### config.mk
export PLATFORM = sky130hd
export DESIGN_NAME = sm3_hash_engine
export DESIGN_NICKNAME = d
export VERILOG_FILES = /design/src/rtl/sm3_pkg.sv /design/src/rtl/sm3_ctrl.sv /design/src/rtl/sm3_datapath.sv /design/src/rtl/sm3_hash_engine.sv
export SDC_FILE = /design/constraint.sdc
export NUM_CORES = 2
export LEC_CHECK = 0
export BUFFER_PORTS_ARGS = -buffer_cell sky130_fd_sc_hd__buf_4
export CAP_MARGIN = 20
export CORE_ASPECT_RATIO = 0.75
export CORE_MARGIN = 2
export CORE_UTILIZATION = 40
export DETAILED_ROUTE_END_ITERATION = 10
export SLEW_MARGIN = 20
export SYNTH_ARGS = -nofsm -noshare
export SYNTH_HDL_FRONTEND = slang
export SYNTH_HIERARCHICAL = 1
export SYNTH_SLANG_ARGS = --single-unit
### constraint.sdc
create_clock -name clock -period 23.7 [get_ports clock]
set_input_delay 4.74 -clock clock [delete_from_list [all_inputs] [get_ports clock]]
set_output_delay 4.74 -clock clock [all_outputs]
set_load 0.1 [all_outputs]
### src/rtl/sm3_pkg.sv
// Package for the SM3 hash engine: types, constants and round functions.
`timescale 1ns / 1ps
package sm3_pkg;
   localparam int WordWidth  = 32;
   localparam int TotalWidth = 61;
   localparam logic [31:0] TLow  = 32'h79cc4519;
   localparam logic [31:0] THigh = 32'h7a879d8a;
   localparam logic [7:0]  PadByte = 8'h80;
   localparam logic [255:0] InitValue = {
      32'h7380166f, 32'h4914b2b9, 32'h172442d7, 32'hda8a0600,
      32'ha96f30bc, 32'h163138aa, 32'he38dee4d, 32'hb0fb0e4e};

   typedef enum logic [2:0] {
      ST_IDLE, ST_ABSORB, ST_PAD, ST_LEN, ST_ROUND, ST_EMIT
   } state_type;

   // controller -> datapath
   typedef struct packed {
      logic take_word;   // merge input word into block
      logic pad_fill;    // write 0x80 and zero the tail
      logic clear_block; // zero the whole block
      logic put_len;     // write bit length into words 14..15
      logic load_work;   // A..H <= V, start expansion
      logic do_round;    // one round
      logic fold;        // V ^= A..H
      logic restart;     // V <= IV, total <= 0
   } cmd_type;

   // datapath -> controller
   typedef struct packed {
      logic block_full;  // byte position wrapped to 0 on last take
      logic pad_two;     // pad position >= 56
      logic last_round;  // round 63 in progress
   } status_type;

   function automatic logic [31:0] rotl(input logic [31:0] v, input logic [5:0] n);
      logic [63:0] d;
      d = {v, v} << n[4:0];
      return d[63:32];
   endfunction

   function automatic logic [31:0] p0(input logic [31:0] v);
      return v ^ rotl(v, 6'd9) ^ rotl(v, 6'd17);
   endfunction

   function automatic logic [31:0] p1(input logic [31:0] v);
      return v ^ rotl(v, 6'd15) ^ rotl(v, 6'd23);
   endfunction
endpackage

### src/rtl/sm3_ctrl.sv
// SM3 controller state machine.
`timescale 1ns / 1ps
module sm3_ctrl (
   input  logic               clock,
   input  logic               reset,
   input  logic               req_fire,
   input  logic               req_end,
   input  logic               rsp_fire,
   input  sm3_pkg::status_type status,
   output sm3_pkg::cmd_type    cmd,
   output logic               req_ready,
   output logic               emit_valid,
   output logic [2:0]         emit_index
);
   import sm3_pkg::*;

   state_type state_ff, state_in;
   logic      final_ff, final_in;   // compression belongs to message end
   logic      second_ff, second_in; // a length block still follows
   logic [2:0] idx_ff, idx_in;
   // Final item filled a block exactly: padding comes after that compression.
   logic      pad_pending_ff, pad_pending_in;

   always_ff @(posedge clock) begin
      if (reset) begin
         state_ff  <= ST_IDLE;
         final_ff  <= 1'b0;
         second_ff <= 1'b0;
         idx_ff    <= '0;
      end else begin
         state_ff  <= state_in;
         final_ff  <= final_in;
         second_ff <= second_in;
         idx_ff    <= idx_in;
      end
   end

   always_comb begin
      state_in  = state_ff;
      final_in  = final_ff;
      second_in = second_ff;
      idx_in    = idx_ff;
      case (state_ff)
         ST_IDLE: begin
            if (req_fire) begin
               final_in = req_end;
               state_in = ST_ABSORB;
            end
         end
         ST_ABSORB: begin
            // data merged; compress if block full, else pad if final
            if (status.block_full) begin
               state_in = ST_ROUND;
            end else if (final_ff) begin
               state_in = ST_PAD;
            end else begin
               state_in = ST_IDLE;
            end
         end
         ST_PAD: begin
            second_in = status.pad_two;
            state_in  = status.pad_two ? ST_ROUND : ST_LEN;
         end
         ST_LEN: begin
            second_in = 1'b0;
            state_in  = ST_ROUND;
         end
         ST_ROUND: begin
            if (status.last_round) begin
               if (!final_ff) begin
                  state_in = ST_IDLE;
               end else if (second_ff) begin
                  state_in = ST_LEN;
               end else begin
                  state_in = ST_EMIT;
                  idx_in   = '0;
               end
            end
         end
         ST_EMIT: begin
            if (rsp_fire) begin
               idx_in = idx_ff + 3'd1;
               if (idx_ff == 3'd7) begin
                  state_in = ST_IDLE;
                  final_in = 1'b0;
               end
            end
         end
         default: state_in = ST_IDLE;
      endcase
      // block just filled by the final item: pad after its compression
      if (state_ff == ST_ROUND && status.last_round && final_ff && !second_ff
          && pad_pending_ff) begin
         state_in = ST_PAD;
      end
   end

   always_ff @(posedge clock) begin
      if (reset) begin
         pad_pending_ff <= 1'b0;
      end else begin
         pad_pending_ff <= pad_pending_in;
      end
   end
   always_comb begin
      pad_pending_in = pad_pending_ff;
      if (state_ff == ST_ABSORB) begin
         pad_pending_in = status.block_full && final_ff;
      end else if (state_ff == ST_PAD) begin
         pad_pending_in = 1'b0;
      end
   end

   always_comb begin
      cmd         = '0;
      req_ready   = 1'b0;
      emit_valid  = 1'b0;
      emit_index  = idx_ff;
      case (state_ff)
         ST_IDLE:   req_ready = 1'b1;
         ST_ABSORB: begin
            cmd.take_word = 1'b1;
            cmd.load_work = status.block_full;
         end
         ST_PAD: begin
            cmd.pad_fill  = 1'b1;
            cmd.load_work = status.pad_two;
         end
         ST_LEN: begin
            cmd.put_len     = 1'b1;
            cmd.clear_block = second_ff;
            cmd.load_work   = 1'b1;
         end
         ST_ROUND: begin
            cmd.do_round = 1'b1;
            cmd.fold     = status.last_round;
         end
         ST_EMIT: begin
            emit_valid  = 1'b1;
            cmd.restart = rsp_fire && (idx_ff == 3'd7);
         end
         default: cmd = '0;
      endcase
   end
endmodule

### src/rtl/sm3_datapath.sv
// SM3 datapath: block buffer, message expansion window, round logic, chain value.
`timescale 1ns / 1ps
module sm3_datapath #(
   parameter int TOTAL_W = sm3_pkg::TotalWidth
) (
   input  logic               clock,
   input  logic               reset,
   input  logic               req_fire,
   input  logic [31:0]        req_word,
   input  logic [2:0]         req_count,
   input  logic               req_end,
   input  sm3_pkg::cmd_type    cmd,
   input  logic [2:0]         emit_index,
   output sm3_pkg::status_type status,
   output logic [31:0]        digest_word
);
   import sm3_pkg::*;

   logic [31:0] blk_ff [16];
   logic [31:0] win_ff [16];        // expansion window, w[r..r+15]
   logic [255:0] v_ff, v_in;
   logic [31:0] a_ff, b_ff, c_ff, d_ff, e_ff, f_ff, g_ff, h_ff;
   logic [TOTAL_W-1:0] total_ff, total_in;
   logic [5:0]  round_ff;
   logic [31:0] tj_ff;              // rotl(T, r), rotated a step each round
   logic [31:0] hold_word_ff;
   logic [2:0]  hold_cnt_ff;
   logic [5:0]  pos;

   assign pos = total_ff[5:0];

   always_ff @(posedge clock) begin
      if (req_fire) begin
         hold_word_ff <= req_word;
         hold_cnt_ff  <= (!req_end || req_count > 3'd4) ? 3'd4 : req_count;
      end
   end

   // word merge: bytes land at pos .. pos+cnt-1 (never crosses block end
   // since pos is a multiple of 4 until the final short item)
   logic [2:0]  cnt;
   logic [6:0]  pos_after;
   assign cnt       = hold_cnt_ff;
   assign pos_after = {1'b0, pos} + {4'd0, cnt};

   always_comb begin
      total_in = total_ff;
      if (cmd.restart) begin
         total_in = '0;
      end else if (cmd.take_word) begin
         total_in = total_ff + TOTAL_W'(cnt);
      end
   end

   assign status.block_full = cmd.take_word ? pos_after[6] : 1'b0;
   assign status.pad_two    = (pos >= 6'd56);
   assign status.last_round = (round_ff == 6'd63);

   logic [63:0] bitlen;
   assign bitlen = {total_ff, 3'b000};

   always_ff @(posedge clock) begin
      if (cmd.take_word) begin
         for (int k = 0; k < 4; k++) begin
            if (k < 32'(cnt)) begin
               blk_ff[pos[5:2]][31-8*k -: 8] <= hold_word_ff[31-8*k -: 8];
            end
         end
      end else if (cmd.pad_fill) begin
         for (int i = 0; i < 16; i++) begin
            for (int k = 0; k < 4; k++) begin
               if (i * 4 + k == 32'(pos)) begin
                  blk_ff[i][31-8*k -: 8] <= PadByte;
               end else if (i * 4 + k > 32'(pos)) begin
                  blk_ff[i][31-8*k -: 8] <= 8'h00;
               end
            end
         end
      end else if (cmd.put_len) begin
         if (cmd.clear_block) begin
            for (int i = 0; i < 14; i++) blk_ff[i] <= '0;
         end
         blk_ff[14] <= bitlen[63:32];
         blk_ff[15] <= bitlen[31:0];
      end
   end

   // length block must see cleared words when it follows a second pad
   logic [31:0] load_src [16];
   always_comb begin
      for (int i = 0; i < 16; i++) load_src[i] = blk_ff[i];
      if (cmd.take_word) begin
         for (int k = 0; k < 4; k++) begin
            if (k < 32'(cnt)) load_src[pos[5:2]][31-8*k -: 8] = hold_word_ff[31-8*k -: 8];
         end
      end else if (cmd.pad_fill) begin
         for (int i = 0; i < 16; i++) begin
            for (int k = 0; k < 4; k++) begin
               if (i * 4 + k == 32'(pos)) load_src[i][31-8*k -: 8] = PadByte;
               else if (i * 4 + k > 32'(pos)) load_src[i][31-8*k -: 8] = 8'h00;
            end
         end
      end else if (cmd.put_len) begin
         if (cmd.clear_block) begin
            for (int i = 0; i < 14; i++) load_src[i] = '0;
         end
         load_src[14] = bitlen[63:32];
         load_src[15] = bitlen[31:0];
      end
   end

   logic [31:0] w_new, w0, w4;
   assign w0    = win_ff[0];
   assign w4    = win_ff[4];
   assign w_new = p1(win_ff[0] ^ win_ff[7] ^ rotl(win_ff[13], 6'd15))
                  ^ rotl(win_ff[3], 6'd7) ^ win_ff[10];

   logic        early;
   logic [31:0] a12, ss1, ss2, ff, gg, tt1, tt2;
   assign early = (round_ff < 6'd16);
   assign a12 = rotl(a_ff, 6'd12);
   assign ss1 = rotl(a12 + e_ff + tj_ff, 6'd7);
   assign ss2 = ss1 ^ a12;
   assign ff  = early ? (a_ff ^ b_ff ^ c_ff)
                      : ((a_ff & b_ff) ^ (a_ff & c_ff) ^ (b_ff & c_ff));
   assign gg  = early ? (e_ff ^ f_ff ^ g_ff) : ((e_ff & f_ff) ^ (~e_ff & g_ff));
   assign tt1 = ff + d_ff + ss2 + (w0 ^ w4);
   assign tt2 = gg + h_ff + ss1 + w0;

   always_ff @(posedge clock) begin
      if (cmd.load_work) begin
         for (int i = 0; i < 16; i++) win_ff[i] <= load_src[i];
         {a_ff, b_ff, c_ff, d_ff, e_ff, f_ff, g_ff, h_ff} <= v_ff;
         round_ff <= '0;
         tj_ff    <= TLow;
      end else if (cmd.do_round) begin
         for (int i = 0; i < 15; i++) win_ff[i] <= win_ff[i+1];
         win_ff[15] <= w_new;
         d_ff <= c_ff; c_ff <= rotl(b_ff, 6'd9); b_ff <= a_ff; a_ff <= tt1;
         h_ff <= g_ff; g_ff <= rotl(f_ff, 6'd19); f_ff <= e_ff; e_ff <= p0(tt2);
         round_ff <= round_ff + 6'd1;
         // next round's rotated constant; round 16 switches to rotl(THigh, 16)
         tj_ff <= (round_ff == 6'd15) ? rotl(THigh, 6'd16) : rotl(tj_ff, 6'd1);
      end
   end

   always_comb begin
      v_in = v_ff;
      if (cmd.restart) begin
         v_in = InitValue;
      end else if (cmd.fold) begin
         v_in = v_ff ^ {tt1, a_ff, rotl(b_ff, 6'd9), c_ff,
                        p0(tt2), e_ff, rotl(f_ff, 6'd19), g_ff};
      end
   end

   always_ff @(posedge clock) begin
      if (reset) begin
         v_ff     <= InitValue;
         total_ff <= '0;
      end else begin
         v_ff     <= v_in;
         total_ff <= total_in;
      end
   end

   assign digest_word = v_ff[255 - 32*emit_index -: 32];
endmodule

### src/rtl/sm3_hash_engine.sv
// SM3 hash engine top level.
// Usage:
//  req_ channel: one 32-bit message word per item, big-endian, with a byte
//  count in tuser and the last-of-message mark in tlast.
//  rsp_ channel: after the last item, eight digest words, word 0 first,
//  index in tuser, tlast on word 7.
// Each word passes through the idle and absorb states; the word that fills
//  a 64-byte block also runs the 64 compression rounds in the single round
//  unit before new items are taken.
// After the last item the engine pads and appends the bit length, compressing
//  one more block, or two when padding spills over or the last item fills a
//  block, then gives one digest word per cycle while rsp_tready is high.
// One item is in work at a time; req_tready is low while it is.
// Reset clears the chaining value to the SM3 initial value and the length.
// A stall on rsp_ holds the current digest word and blocks new items.
`timescale 1ns / 1ps
module sm3_hash_engine #(
   parameter int TOTAL_W = sm3_pkg::TotalWidth
) (
   input  logic        clock,
   input  logic        reset,
   input  logic        req_tvalid,
   output logic        req_tready,
   input  logic [31:0] req_tdata,  // [31:0] data_word
   input  logic [2:0]  req_tuser,  // [2:0] bytes_valid
   input  logic        req_tlast,  // message_end
   output logic        rsp_tvalid,
   input  logic        rsp_tready,
   output logic [31:0] rsp_tdata,  // [31:0] digest_word
   output logic [2:0]  rsp_tuser,  // [2:0] word_index
   output logic        rsp_tlast   // digest_last
);
   import sm3_pkg::*;

   cmd_type    cmd;
   status_type status;
   logic       req_fire, rsp_fire;

   assign req_fire = req_tvalid && req_tready;
   assign rsp_fire = rsp_tvalid && rsp_tready;

   sm3_ctrl u_ctrl (
      .clock, .reset, .req_fire, .req_end(req_tlast), .rsp_fire,
      .status, .cmd, .req_ready(req_tready), .emit_valid(rsp_tvalid),
      .emit_index(rsp_tuser)
   );

   sm3_datapath #(.TOTAL_W(TOTAL_W)) u_dp (
      .clock, .reset, .req_fire, .req_word(req_tdata), .req_count(req_tuser),
      .req_end(req_tlast), .cmd, .emit_index(rsp_tuser), .status,
      .digest_word(rsp_tdata)
   );

   assign rsp_tlast = (rsp_tuser == 3'd7);
endmodule

==> impl_metrics.tcl <==
set metrics [dict create \
    setup-tns-final_ns 0 \
    reg2reg_depth 30 \
    fin_crit_ns 8.96 \
    ys_types 95 \
    grt_max_degree 193 \
    chipWidth_microns 533 \
    multi_input_area_sq_mm 0.0393 \
    endpoint_kind "flip-flop" \
    synth_area_sq_mm 0.0841 \
    post-cts-setup-buffer-count 0 \
    synth.net_count 7847 \
    fin_skew_ns 0.113 \
    synthAdderAreaFrac_pct 5.96 \
    cts-htree-levels 4 \
    port-buffer-count 77 \
    r2r_end "u_dp/v_ff[127]$_SDFFE_PP1P_" \
    r2r-start "u_dp/a_ff[21]$_DFFE_PP_" \
    synth-compound-area-share_pct 12.2 \
    setup_viol 0 \
    yosysMostFrequentCell "edfxtp_1" \
    die_h_microns 401 \
    drt_wl_total_microns 322000 \
    yosysWarnings 6 \
    synth_edf_count 862 \
    num_vias 62800 \
    path_clk_slew_ns 0.06 \
    maxCapViolCount 0 \
    synth_area_leaders "edfxtp_1, dfxtp_1, mux2_2, fa_1, xnor2_1" \
    whs_path_depth 2 \
    synth.cells.most_frequent "edfxtp_1, dfxtp_1, nand2_1" \
    clock_latency_ns 0.89 \
    cts_made_buffers 182 \
    ant_nets 0 \
    drive_above_1_share_pct 16.6 \
    crit_required_ns 24.45 \
    final-hold-violation-count 0 \
    numClockSinks 1679 \
    area_growth_pct 11.3 \
    initial_core_util_pct 40.3 \
    holdWs_ns 0.452 \
    hold_class "reg2reg" \
    postPlaceCellArea_sq_mm 0.0876 \
    drtIter0Drc 9336 \
    max-vdd-ir-drop_v 0.000192 \
    regArea_sq_mm 0.0422 \
    synth-seq-cells 1679 \
    synth-xor-area-share_pct 6.23 \
    critical_path.max_stage_delay_ns 0.69 \
    critPathLaunchType "flip-flop" \
    worstSetupStartpoint "u_dp/a_ff[21]$_DFFE_PP_" \
    holdBufCountCts 0 \
    dp.cells 10100 \
    ys.flop_type "edfxtp_1" \
    firstDrtPassIters 6 \
    grt_pass1_vias 57700 \
    cp.arrival_ns 9.71 \
    critPathSlowestCell "xnor2_1" \
    yosysTopAreaCell "edfxtp_1" \
    crit_fanout 4 \
    synth_top_area_share_pct 30.8 \
    boundaryPins 78 \
    drv_slew 0 \
    fin_nets 7822 \
    slew_headroom_pct 13.2 \
    worstMarginPinSlew_ns 1.29 \
    core_area_sq_mm 0.209 \
    row_count 145 \
    synth-simple-area-share_pct 9.29 \
    grt.total_usage_pct 29.2 \
    synth_top_family_by_area "multiplexers" \
    p_total_mw 9.54 \
    r2r_slack_ns 14.74 \
    critical_path_class "reg2reg" \
    muxShareOfSynthArea_pct 12.9 \
    grt_overflow 0 \
    fin_crit_sh_pct 37.8 \
    setup.worst_path.end "u_dp/v_ff[127]$_SDFFE_PP1P_" \
    stdcell_count 10400 \
    p_leak_nw 34.4 \
    p_per_area_mw_per_mm2 102 \
    hpwl_microns 238000 \
    async_reset_ff_share_pct 0 \
    cts_tree "built" \
    yosysSeqAreaShare_pct 50.2 \
    grt_pass1_wl_microns 448000 \
    n_fill_cell 19300 \
    cts_resized 0 \
    fmax_mhz 112 \
    cts_root_buffer "clkbuf_16" \
    hold_path.startpoint "u_dp/blk_ff[3][14]$_SDFFE_PP0P_" \
    syn-instance-count 7520 \
    drcViolationCount 0 \
    fin_area_sq_mm 0.0936 \
    antenna_found_initial 14 \
    rsz0062_at_grt "no" \
    die_area_sq_mm 0.214 \
    place.gp.congestion 1.02 \
    syn_avg_cell_area_sq_um 11.2 \
    vias_per_cell 6.02 \
    clk_path_buf_depth 4 \
    status "complete, no violations" \
    route.detailed.wl_per_inst_microns 30.9 \
]
-- power by group --
group	internal, mW	leakage, nW	switching [mW]	total, mW
combinational	1.16	17.2	2.21	3.36
sequential	3.25	14.3	0.0531	3.31
clock	1.64	2.90	1.24	2.87
total	6.04	34.4	3.50	9.54
-- metal layers --
metal | GRT usage, % | part of all wire (%)
met1 | 46.9 | 47
met2 | 35.7 | 36
met3 | 10.1 | 13
met4 | 7.80 | 2.9
met5 | 0 | 0.020
-- sequential cells by signal, summed over array words and instances, names as in the netlist, 6 cells and up --
signal and count:
u_dp/total_ff 61, u_dp/e_ff 32, u_dp/d_ff 32, u_dp/round_ff 6, u_dp/g_ff 32, u_dp/v_ff 256, u_dp/f_ff 32, u_dp/win_ff 512
u_dp/c_ff 32, u_dp/tj_ff 32, u_dp/blk_ff 512, u_dp/h_ff 32, u_dp/a_ff 32, u_dp/b_ff 32, u_dp/hold_word_ff 32
-- cells in the final DEF (no fill, tap or decap), drive strengths merged, types with 85 or more instances in the layout --
cell type | netlist | routed
a21o | 85 | 85
xor2 | 236 | 236
a22o | 293 | 293
fa | 189 | 189
dfxtp | 817 | 817
a21oi | 340 | 340
nand2 | 720 | 720
inv | 295 | 305
edfxtp | 862 | 862
and3 | 132 | 132
buf | 56 | 183
mux2i | 172 | 172
nor3 | 93 | 93
ha | 98 | 98
mux2 | 685 | 685
xnor2 | 334 | 334
nor2 | 524 | 524
clkbuf | 337 | 250
o21ai | 541 | 541
-- worst min path at each step --
stage	end	slack, ns
finish	u_dp/blk_ff[3][14]$_SDFFE_PP0P_	0.45
global placement	u_dp/blk_ff[11][9]$_SDFFE_PP0P_	0.43
global route	u_dp/blk_ff[3][14]$_SDFFE_PP0P_	0.47
CTS	u_dp/blk_ff[3][14]$_SDFFE_PP0P_	0.45
detailed placement	u_dp/blk_ff[3][14]$_SDFFE_PP0P_	0.44
floorplan	u_dp/blk_ff[1][10]$_SDFFE_PP0P_	0.42
-- worst max-delay path, delay by kind of cell (launching register included) --
family	cells	cell delay, ns
fa+ha+maj	6	2.44
buf+inv	4	0.54
compound gates	11	2.41
simple gates	4	1.25
mux	2	0.37
flops	1	0.44
xor+xnor	3	1.41
-- through the flow --
step                setup WS (ns)  util [%]
global route                14.34      44.8
detailed placement          15.10      42.0
finish                      14.74      44.8
global placement            15.09      42.0
floorplan                   10.60         -
CTS                         14.86      44.8
-- area by class of cell --
type | count | share of cell area, %
multi-input combinational | 5149 | 42.0
inverter | 299 | 1.21
clock inverter | 82 | 0.822
timing repair buffer | 184 | 1.57
clock buffer | 249 | 5.50
sequential | 1679 | 45.2
tap | 2793 | 3.73
antenna | 4 | 0.0107
-- cells by family after synthesis --
| logic type | after synthesis |
|---|---|
| AND/OR/NAND/NOR | 1762 |
| flip-flops | 1679 |
| AO/OA/AOI/OAI | 1598 |
| multiplexers | 921 |
| buffers and inverters | 692 |
| XOR/XNOR | 581 |
| adder cells (fa/ha/maj) | 287 |
No activity file was read; power rests on OpenSTA's default activity.
